### src/sv/ihbrs_pkg.sv
// Package for the isochronous half-buffer refill scheduler.
// Holds widths, step counts, register indexes and the sequencer state type.
// No dependencies.
`default_nettype none

package ihbrs_pkg;

	// bus cycle numbers per second; cycle values are reduced modulo this
	localparam int unsigned CYCLES_PER_SECOND = 8000;

	// field and datapath widths
	localparam int unsigned CYC_W   = 13;  // cycle numbers and half size
	localparam int unsigned DVS_W   = 14;  // divisor of the shared step unit
	localparam int unsigned CNT64_W = 64;  // running totals
	localparam int unsigned LATE_W  = 16;  // saturating late counter
	localparam int unsigned STEP_W  = 7;   // step counter, holds DIV_STEPS
	localparam int unsigned EMIT_W  = 6;   // refills given in one poll

	// step count of the shared restoring divide unit
	localparam int unsigned DIV_STEPS = CNT64_W;

	localparam int unsigned LATE_GAP    = 32;
	localparam int unsigned MAX_REFILLS = 63;
	localparam int unsigned HALF_RESET  = 320;

	// configuration register indexes
	localparam logic [1:0] REG_START_CYCLE    = 2'd0;
	localparam logic [1:0] REG_FIRST_TX_CYCLE = 2'd1;
	localparam logic [1:0] REG_HALF_PACKETS   = 2'd2;
	localparam logic [1:0] REG_ENABLED        = 2'd3;

	// sequencer states, one-hot
	typedef enum logic [7:0] {
		S_IDLE   = 8'b0000_0001,
		S_GAP    = 8'b0000_0010,
		S_ACC    = 8'b0000_0100,
		S_LEAD   = 8'b0000_1000,
		S_DIV    = 8'b0001_0000,
		S_CMP    = 8'b0010_0000,
		S_REFILL = 8'b0100_0000,
		S_STATUS = 8'b1000_0000
	} state_t;

endpackage

`default_nettype wire

### src/sv/isoch_half_buffer_refill_scheduler.sv
// Isochronous half-buffer refill scheduler: one shared restoring divide step
// unit under a one-hot sequencer. Depends on ihbrs_pkg.
// Sequence: a disabled poll (or half size zero) gives its status item in the
// cycle after the item is taken; otherwise the gap, total and lead steps run,
// and a poll before the lead is passed then gives its status item; else 64
// divide steps and one compare follow, then refills alternate with compares.
// Throughput: one poll at a time; the next item is taken after the status item.
// Reset (arst_n low, asynchronous): control registers reset, totals clear.
`default_nettype none

module isoch_half_buffer_refill_scheduler (
	input  wire logic                              clk,
	input  wire logic                              arst_n,
	// configuration write port
	input  wire logic                              cfg_we,
	input  wire logic [1:0]                        cfg_index,
	input  wire logic [ihbrs_pkg::CYC_W-1:0]       cfg_data,
	// poll channel
	input  wire logic                              in_valid,
	output logic                                   in_ready,
	input  wire logic [ihbrs_pkg::CYC_W-1:0]       current_cycle,
	// result channel
	output logic                                   out_valid,
	input  wire logic                              out_ready,
	output logic                                   is_refill,
	output logic                                   half_index,
	output logic [ihbrs_pkg::CYC_W-1:0]            packet_offset,
	output logic                                   late_poll,
	output logic [ihbrs_pkg::LATE_W-1:0]           late_poll_count,
	output logic                                   last
);

	localparam int unsigned CW   = ihbrs_pkg::CYC_W;
	localparam int unsigned DW   = ihbrs_pkg::DVS_W;
	localparam int unsigned QW   = ihbrs_pkg::CNT64_W;
	localparam int unsigned SW   = ihbrs_pkg::STEP_W;
	localparam int unsigned EW   = ihbrs_pkg::EMIT_W;
	localparam int unsigned LW   = ihbrs_pkg::LATE_W;
	localparam int unsigned GW   = CW + 2;
	localparam logic [GW-1:0] CPS_G  = GW'(ihbrs_pkg::CYCLES_PER_SECOND);
	localparam logic [SW-1:0] DIV_N  = SW'(ihbrs_pkg::DIV_STEPS);
	localparam logic [EW-1:0] EMIT_MAX = EW'(ihbrs_pkg::MAX_REFILLS);
	localparam logic [CW-1:0] LATE_LIM = CW'(ihbrs_pkg::LATE_GAP);
	localparam logic [LW-1:0] LATE_SAT = {LW{1'b1}};
	localparam int unsigned PAD  = QW - CW;

	// wrapped distance of two reduced cycle numbers
	function automatic logic [CW-1:0] wrap_gap(input logic [CW-1:0] newer,
		input logic [CW-1:0] older);
		logic [GW-1:0] s;
		s = {2'b00, newer} + CPS_G - {2'b00, older};
		if (s >= CPS_G) begin
			s = s - CPS_G;
		end
		return s[CW-1:0];
	endfunction

	// reduce a raw cycle number; raw values stay below twice the cycles per second
	function automatic logic [CW-1:0] cyc_mod(input logic [CW-1:0] raw);
		logic [GW-1:0] w;
		w = {2'b00, raw};
		if (w >= CPS_G) begin
			w = w - CPS_G;
		end
		return w[CW-1:0];
	endfunction

	ihbrs_pkg::state_t state_q;

	// configuration
	logic [CW-1:0] start_q, first_q, half_q;
	logic          enabled_q;
	logic          prev_from_start_q;

	// stream state
	logic [CW-1:0] prev_q;
	logic [QW-1:0] cycles_seen_q;
	logic          lead_passed_q;
	logic [QW-1:0] halves_done_q;
	logic [LW-1:0] late_total_q;

	// per-poll working registers
	logic [CW-1:0] cur_m_q, start_m_q, first_m_q, gap_q, lead_q;
	logic          late_q;
	logic [EW-1:0] emitted_q;

	// shared divide step unit
	logic [QW-1:0] div_q;
	logic [CW-1:0] rem_q;
	logic [DW-1:0] dvs_q;
	logic [SW-1:0] cnt_q;
	logic [DW-1:0] trial, rem_sub;
	logic          ge;
	logic [CW-1:0] rem_nxt;
	logic [QW-1:0] div_nxt;
	logic          step_last;

	logic [CW-1:0] prev_eff;
	logic [CW-1:0] gap_now;
	logic [QW-1:0] lead_diff;

	// one restoring step: shift in the next dividend bit, subtract if it fits
	assign trial     = {rem_q, div_q[QW-1]};
	assign ge        = (trial >= dvs_q);
	assign rem_sub   = trial - dvs_q;
	assign rem_nxt   = ge ? rem_sub[CW-1:0] : trial[CW-1:0];
	assign div_nxt   = {div_q[QW-2:0], ge};
	assign step_last = (cnt_q == SW'(1));

	assign prev_eff  = prev_from_start_q ? start_m_q : prev_q;
	assign gap_now   = wrap_gap(cur_m_q, prev_eff);
	assign lead_diff = cycles_seen_q - {{PAD{1'b0}}, lead_q};

	// handshake and result fields
	assign in_ready        = (state_q == ihbrs_pkg::S_IDLE);
	assign out_valid       = (state_q == ihbrs_pkg::S_REFILL) ||
	                         (state_q == ihbrs_pkg::S_STATUS);
	assign is_refill       = (state_q == ihbrs_pkg::S_REFILL);
	assign half_index      = is_refill & halves_done_q[0];
	assign packet_offset   = half_index ? half_q : '0;
	assign late_poll       = is_refill ? 1'b0 : late_q;
	assign late_poll_count = is_refill ? '0 : late_total_q;
	assign last            = (state_q == ihbrs_pkg::S_STATUS);

	// configuration registers
	always_ff @(posedge clk or negedge arst_n) begin
		if (!arst_n) begin
			start_q   <= '0;
			first_q   <= '0;
			half_q    <= CW'(ihbrs_pkg::HALF_RESET);
			enabled_q <= 1'b0;
		end else if (cfg_we) begin
			case (cfg_index)
				ihbrs_pkg::REG_START_CYCLE:    start_q   <= cfg_data;
				ihbrs_pkg::REG_FIRST_TX_CYCLE: first_q   <= cfg_data;
				ihbrs_pkg::REG_HALF_PACKETS:   half_q    <= cfg_data;
				ihbrs_pkg::REG_ENABLED:        enabled_q <= cfg_data[0];
				default: ;
			endcase
		end
	end

	// sequencer and stream state
	always_ff @(posedge clk or negedge arst_n) begin
		if (!arst_n) begin
			state_q           <= ihbrs_pkg::S_IDLE;
			prev_from_start_q <= 1'b0;
			prev_q            <= '0;
			cycles_seen_q     <= '0;
			lead_passed_q     <= 1'b0;
			halves_done_q     <= '0;
			late_total_q      <= '0;
			late_q            <= 1'b0;
			emitted_q         <= '0;
			cnt_q             <= '0;
		end else begin
			// a start write reloads the previous cycle on the next poll
			if (cfg_we && cfg_index == ihbrs_pkg::REG_START_CYCLE) begin
				prev_from_start_q <= 1'b1;
			end
			case (state_q)
				ihbrs_pkg::S_IDLE: begin
					if (in_valid) begin
						if (!enabled_q || half_q == '0) begin
							late_q  <= 1'b0;
							state_q <= ihbrs_pkg::S_STATUS;
						end else begin
							state_q <= ihbrs_pkg::S_GAP;
						end
					end
				end
				ihbrs_pkg::S_GAP: begin
					prev_q            <= cur_m_q;
					prev_from_start_q <= 1'b0;
					if (gap_now > LATE_LIM) begin
						late_q <= 1'b1;
						if (late_total_q != LATE_SAT) begin
							late_total_q <= late_total_q + LW'(1);
						end
					end else begin
						late_q <= 1'b0;
					end
					state_q <= ihbrs_pkg::S_ACC;
				end
				ihbrs_pkg::S_ACC: begin
					cycles_seen_q <= cycles_seen_q + {{PAD{1'b0}}, gap_q};
					state_q       <= ihbrs_pkg::S_LEAD;
				end
				ihbrs_pkg::S_LEAD: begin
					emitted_q <= '0;
					if (!lead_passed_q && cycles_seen_q < {{PAD{1'b0}}, lead_q}) begin
						state_q <= ihbrs_pkg::S_STATUS;
					end else begin
						lead_passed_q <= 1'b1;
						cnt_q         <= DIV_N;
						state_q       <= ihbrs_pkg::S_DIV;
					end
				end
				ihbrs_pkg::S_DIV: begin
					cnt_q <= cnt_q - SW'(1);
					if (step_last) begin
						state_q <= ihbrs_pkg::S_CMP;
					end
				end
				ihbrs_pkg::S_CMP: begin
					// div_q holds the number of halves owed by now
					if (halves_done_q < div_q && emitted_q != EMIT_MAX) begin
						state_q <= ihbrs_pkg::S_REFILL;
					end else begin
						state_q <= ihbrs_pkg::S_STATUS;
					end
				end
				ihbrs_pkg::S_REFILL: begin
					if (out_ready) begin
						halves_done_q <= halves_done_q + QW'(1);
						emitted_q     <= emitted_q + EW'(1);
						state_q       <= ihbrs_pkg::S_CMP;
					end
				end
				ihbrs_pkg::S_STATUS: begin
					if (out_ready) begin
						state_q <= ihbrs_pkg::S_IDLE;
					end
				end
				default: state_q <= ihbrs_pkg::S_IDLE;
			endcase
		end
	end

	// divide unit operands and per-poll payload
	always_ff @(posedge clk) begin
		case (state_q)
			ihbrs_pkg::S_IDLE: begin
				cur_m_q   <= cyc_mod(current_cycle);
				start_m_q <= cyc_mod(start_q);
				first_m_q <= cyc_mod(first_q);
			end
			ihbrs_pkg::S_GAP: begin
				gap_q  <= gap_now;
				lead_q <= wrap_gap(first_m_q, start_m_q);
			end
			ihbrs_pkg::S_LEAD: begin
				div_q <= lead_diff;
				rem_q <= '0;
				dvs_q <= {1'b0, half_q};
			end
			ihbrs_pkg::S_DIV: begin
				div_q <= div_nxt;
				rem_q <= rem_nxt;
			end
			default: ;
		endcase
	end

endmodule

`default_nettype wire
### config.mk
export PLATFORM = sky130hd
export DESIGN_NAME = isoch_half_buffer_refill_scheduler
export DESIGN_NICKNAME = d
export VERILOG_FILES = /design/src/sv/ihbrs_pkg.sv /design/src/sv/isoch_half_buffer_refill_scheduler.sv
export SDC_FILE = /design/constraint.sdc
export NUM_CORES = 1
export LEC_CHECK = 0
export ABC_AREA = 1
export CAP_MARGIN = 20
export CORE_UTILIZATION = 31
export DETAILED_ROUTE_END_ITERATION = 7
export DONT_BUFFER_PORTS = 1
export PLACE_DENSITY = 0.56
export SYNTH_ARGS = -nofsm -noshare
export SYNTH_HDL_FRONTEND = slang
export SYNTH_SLANG_ARGS = --single-unit
export TNS_END_PERCENT = 50
### constraint.sdc
create_clock -name clk -period 9.5 [get_ports clk]
set_clock_uncertainty 0.1 [all_clocks]
set_input_delay 2.85 -clock clk [delete_from_list [all_inputs] [get_ports clk]]
set_output_delay 2.85 -clock clk [all_outputs]
set_load 0.005 [all_outputs]
==> key figures <==
Critical path
  • Max incr delay on CP: 600 ps
  • CP Data Arrival Time: 2370 ps
  • CP bufs+invs: 2
  • WP data required: 6550 ps
  • CP max stage cell: inv_1
  • Max FO, Critical Path: 20
  • CP cell instances: nor2_1, inv_2, nor2_4, nand2_4, inv_1, or2_2
  • Setup crit start kind: flip-flop
  • WS Path Type: reg -> out
  • Delay-heaviest family, CP: simple AND/OR/NAND/NOR gates
  • Setup crit end kind: output pin

Floorplan
  • Die X-Extent: 282.0 um
  • Ports: 68
  • Die area: 79,510 sq um
  • Core ar.: 77,470 sq um
  • Initial core utilization: 31.37%
  • Rows: 102
  • Die Y: 282.0 um

CTS
  • Hold-fix buffers at CTS: 0
  • Clk pin slew, worst setup/hold paths: 60 ps
  • H-tree depth: 2
  • Clock Path Buffers: 3
  • Number of setup buffers added after CTS: 0
  • CTS Buf Count: 44
  • CTS tree: built
  • Post-cts repair resize count: 0
  • Clock latency on the worst-skew pair: 590 ps
  • CTS root buffer: clkbuf_16
  • Sink Count: 376

Synth
  • Synthesized area: 24,300 sq um
  • Number of synthesized flops with an enable pin: 155
  • Synth warn: 0
  • Seq/Total Area, Yosys: 41.93%
  • Top post-synthesis cells by area: dfrtp_1, edfxtp_1, nand2_1
  • Ys async rst share: 58.78%
  • Synth Instances: 3,025
  • Area fraction of the dominant cell type after synthesis: 22.45%
  • Synth Flop Type: dfrtp_1
  • Area leader, netlist: dfrtp_1
  • Synth top cells by count: nand2_1, inv_1, nor2_1
  • Post-Syn Nets: 3,230
  • Syn avg cell area: 8.033 sq um
  • Post-synthesis register bit count: 376
  • Most frequent cell after synthesis: nand2_1
  • Distinct cell type count after synthesis: 59

Timing
  • RSZ-0062 raised after global routing: no
  • Hold Vio Cnt, Final: 0
  • Setup TNS: 0 ps
  • Slew headroom: 30.98%
  • # setup viols final: 0
  • Max-slew violations: 0
  • FMAX: 0.1881 GHz
  • Post-route clock period utilization: 55.97%
  • Fin crit period: 5317 ps
  • Pin slew with the least headroom to its limit: 1027 ps

Route
  • Drt pass-1 iters: 5
  • Routed Antenna Nets: 0
  • Wire length per cell: 15.39 um
  • Routed WL: 63,100 um
  • Remaining DRCs: 0
  • Vias: 19,250
  • Vias per cell: 4.695
  • DR iter-0 viols: 1,253

Final layout
  • Nets@finish: 3,229
  • Share of post-route cells with drive strength above 1: 5.263%
  • Utilization after layout: 34.77%
  • Ant diodes: 0
  • Area added between synthesis and finish: 10.84%

Placement
  • Buffers added on ports: 0
  • Gpl congestion: 0.9284
  • Hpwl dp: 48,720 um

Global route
  • Vias in the first global route: 18,620
  • GRT overflow: 0
  • All-Layer GR Usage: 16.08%
  • Largest net degree at the start of global routing: 222
  • Initial antenna violation count: 0
  • First-pass GRT wire length: 101,400 um

Power and ir drop
  • Max rail drop VDD: 0.2092 mV
  • P_leak: 0.01304 uW
  • Power Density: 292.0 nW/um^2

Worst hold path
  • Class of the worst hold path: reg -> reg

Run status
  • Outcome: completed

Run
  • # Max-Cap Violations: 0
[stage by stage]
stage	power, uW	worst slack, ps	hold slack (ps)	cells	cell area [sq um]
2_1_floorplan	5336	1844	323.0	3025	24300
3_3_place_gp	6161	4725	335.0	4018	25480
3_5_place_dp	6196	4666	348.1	4018	25480
4_1_cts	7942	4109	362.8	4099	26930
5_1_grt	8583	3991	380.4	4099	26930
6_report	7865	4183	363.4	4099	26930
[registers in the layout (all words and copies together) (netlist names)]
name               count
cur_m_q               13
halves_done_q         64
cycles_seen_q         64
late_q                 1
lead_passed_q          1
cnt_q                  7
late_total_q          16
lead_q                13
prev_q                13
gap_q                 13
rem_q                 13
first_q               13
state_q                8
start_m_q             13
first_m_q             13
emitted_q              6
half_q                13
div_q                 64
enabled_q              1
start_q               13
dvs_q                 13
prev_from_start_q      1
[path summary, 6_finish.rpt]
path	start	to	slack, ps	cells after the start
max	state_q[3]$_DFFE_PN0P_	out_valid	4180	6
min	lead_passed_q$_DFFE_PN0P_	lead_passed_q$_DFFE_PN0P_	360	2
max reg2reg	prev_from_start_q$_DFFE_PN0P_	late_total_q[2]$_DFFE_PN0P_	5160	30
min reg2reg	lead_passed_q$_DFFE_PN0P_	lead_passed_q$_DFFE_PN0P_	360	2
max in group asynchronous	arst_n	half_q[8]$_DFFE_PN1P_	6960	0
min in group asynchronous	arst_n	halves_done_q[29]$_DFFE_PN0P_	1870	0
[tightest hold or removal path, stage by stage (launching register included)]
cell     delay (ps)
dfrtp_1         320
inv_1            60
nand2_1          60
[kinds of logic (layout without fill, tap and decap cells)]
logic type	count (synthesis)	count (layout)	share of synthesized area, %
adder cells (fa/ha/maj)	172	172	9.011
AND/OR/NAND/NOR	1327	1327	24.60
buffers and inverters	582	616	9.073
XOR/XNOR	204	204	7.353
AO/OA/AOI/OAI	364	364	8.038
flip-flops	376	376	41.93
[cells in the final DEF, fill, tap and decap left out, types with 4 or more instances in the layout]
cell / netlist / layout
a211oi_1: 5 / 5
a21o_1: 6 / 6
a21oi_1: 116 / 116
a31oi_1: 4 / 4
buf_4: 0 / 9
clkbuf_1: 49 / 8
clkbuf_16: 0 / 46
clkbuf_8: 0 / 6
clkinv_1: 1 / 8
clkinv_2: 0 / 7
dfrtp_1: 218 / 218
edfxtp_1: 155 / 155
fa_1: 5 / 5
ha_1: 167 / 167
inv_1: 519 / 519
inv_2: 6 / 7
nand2_1: 570 / 568
nand2_2: 21 / 21
nand2_4: 5 / 7
nand3_1: 145 / 145
nand3b_1: 4 / 4
nand4_1: 81 / 81
nor2_1: 305 / 305
nor2_2: 13 / 13
nor2_4: 4 / 4
nor3_1: 103 / 103
nor4_1: 46 / 43
nor4_2: 2 / 4
o21a_1: 4 / 4
o21ai_0: 188 / 188
o21ai_1: 14 / 14
o221ai_1: 5 / 5
or2_2: 10 / 10
xnor2_1: 37 / 37
xor2_1: 167 / 167
[layout make-up]
cell class              instances  area (sq um)
fillers                      8140         50530
inverters                     526          1974
clock buffers                  60          1264
clock inverters                21         188.9
well taps                    1040          1301
repair buffers                  9         67.56
multi-input cells            2067         11950
flip-flops and latches        376         10190
[power breakdown]
| part | switching, uW | leakage (uW) | total [uW] | internal (uW) |
|---|---|---|---|---|
| combinational | 2530 | 0.00799 | 3880 | 1340 |
| clock | 706 | 0.000717 | 1720 | 1010 |
| sequential | 141 | 0.00433 | 2270 | 2130 |
[routing by layer]
layer / routed length (um) / track usage (%) / vias to the layer above / part of all wire, %
met5: 0 / 0 / - / 0
met4: 1859 / 5.142 / 0 / 2.9
met3: 2716 / 2.270 / 95 / 4.3
met1: 29690 / 21.79 / 8887 / 47
met2: 28830 / 26.28 / 375 / 46
li1: - / - / 9888 / -
No activity file was read; power rests on OpenSTA's default activity.
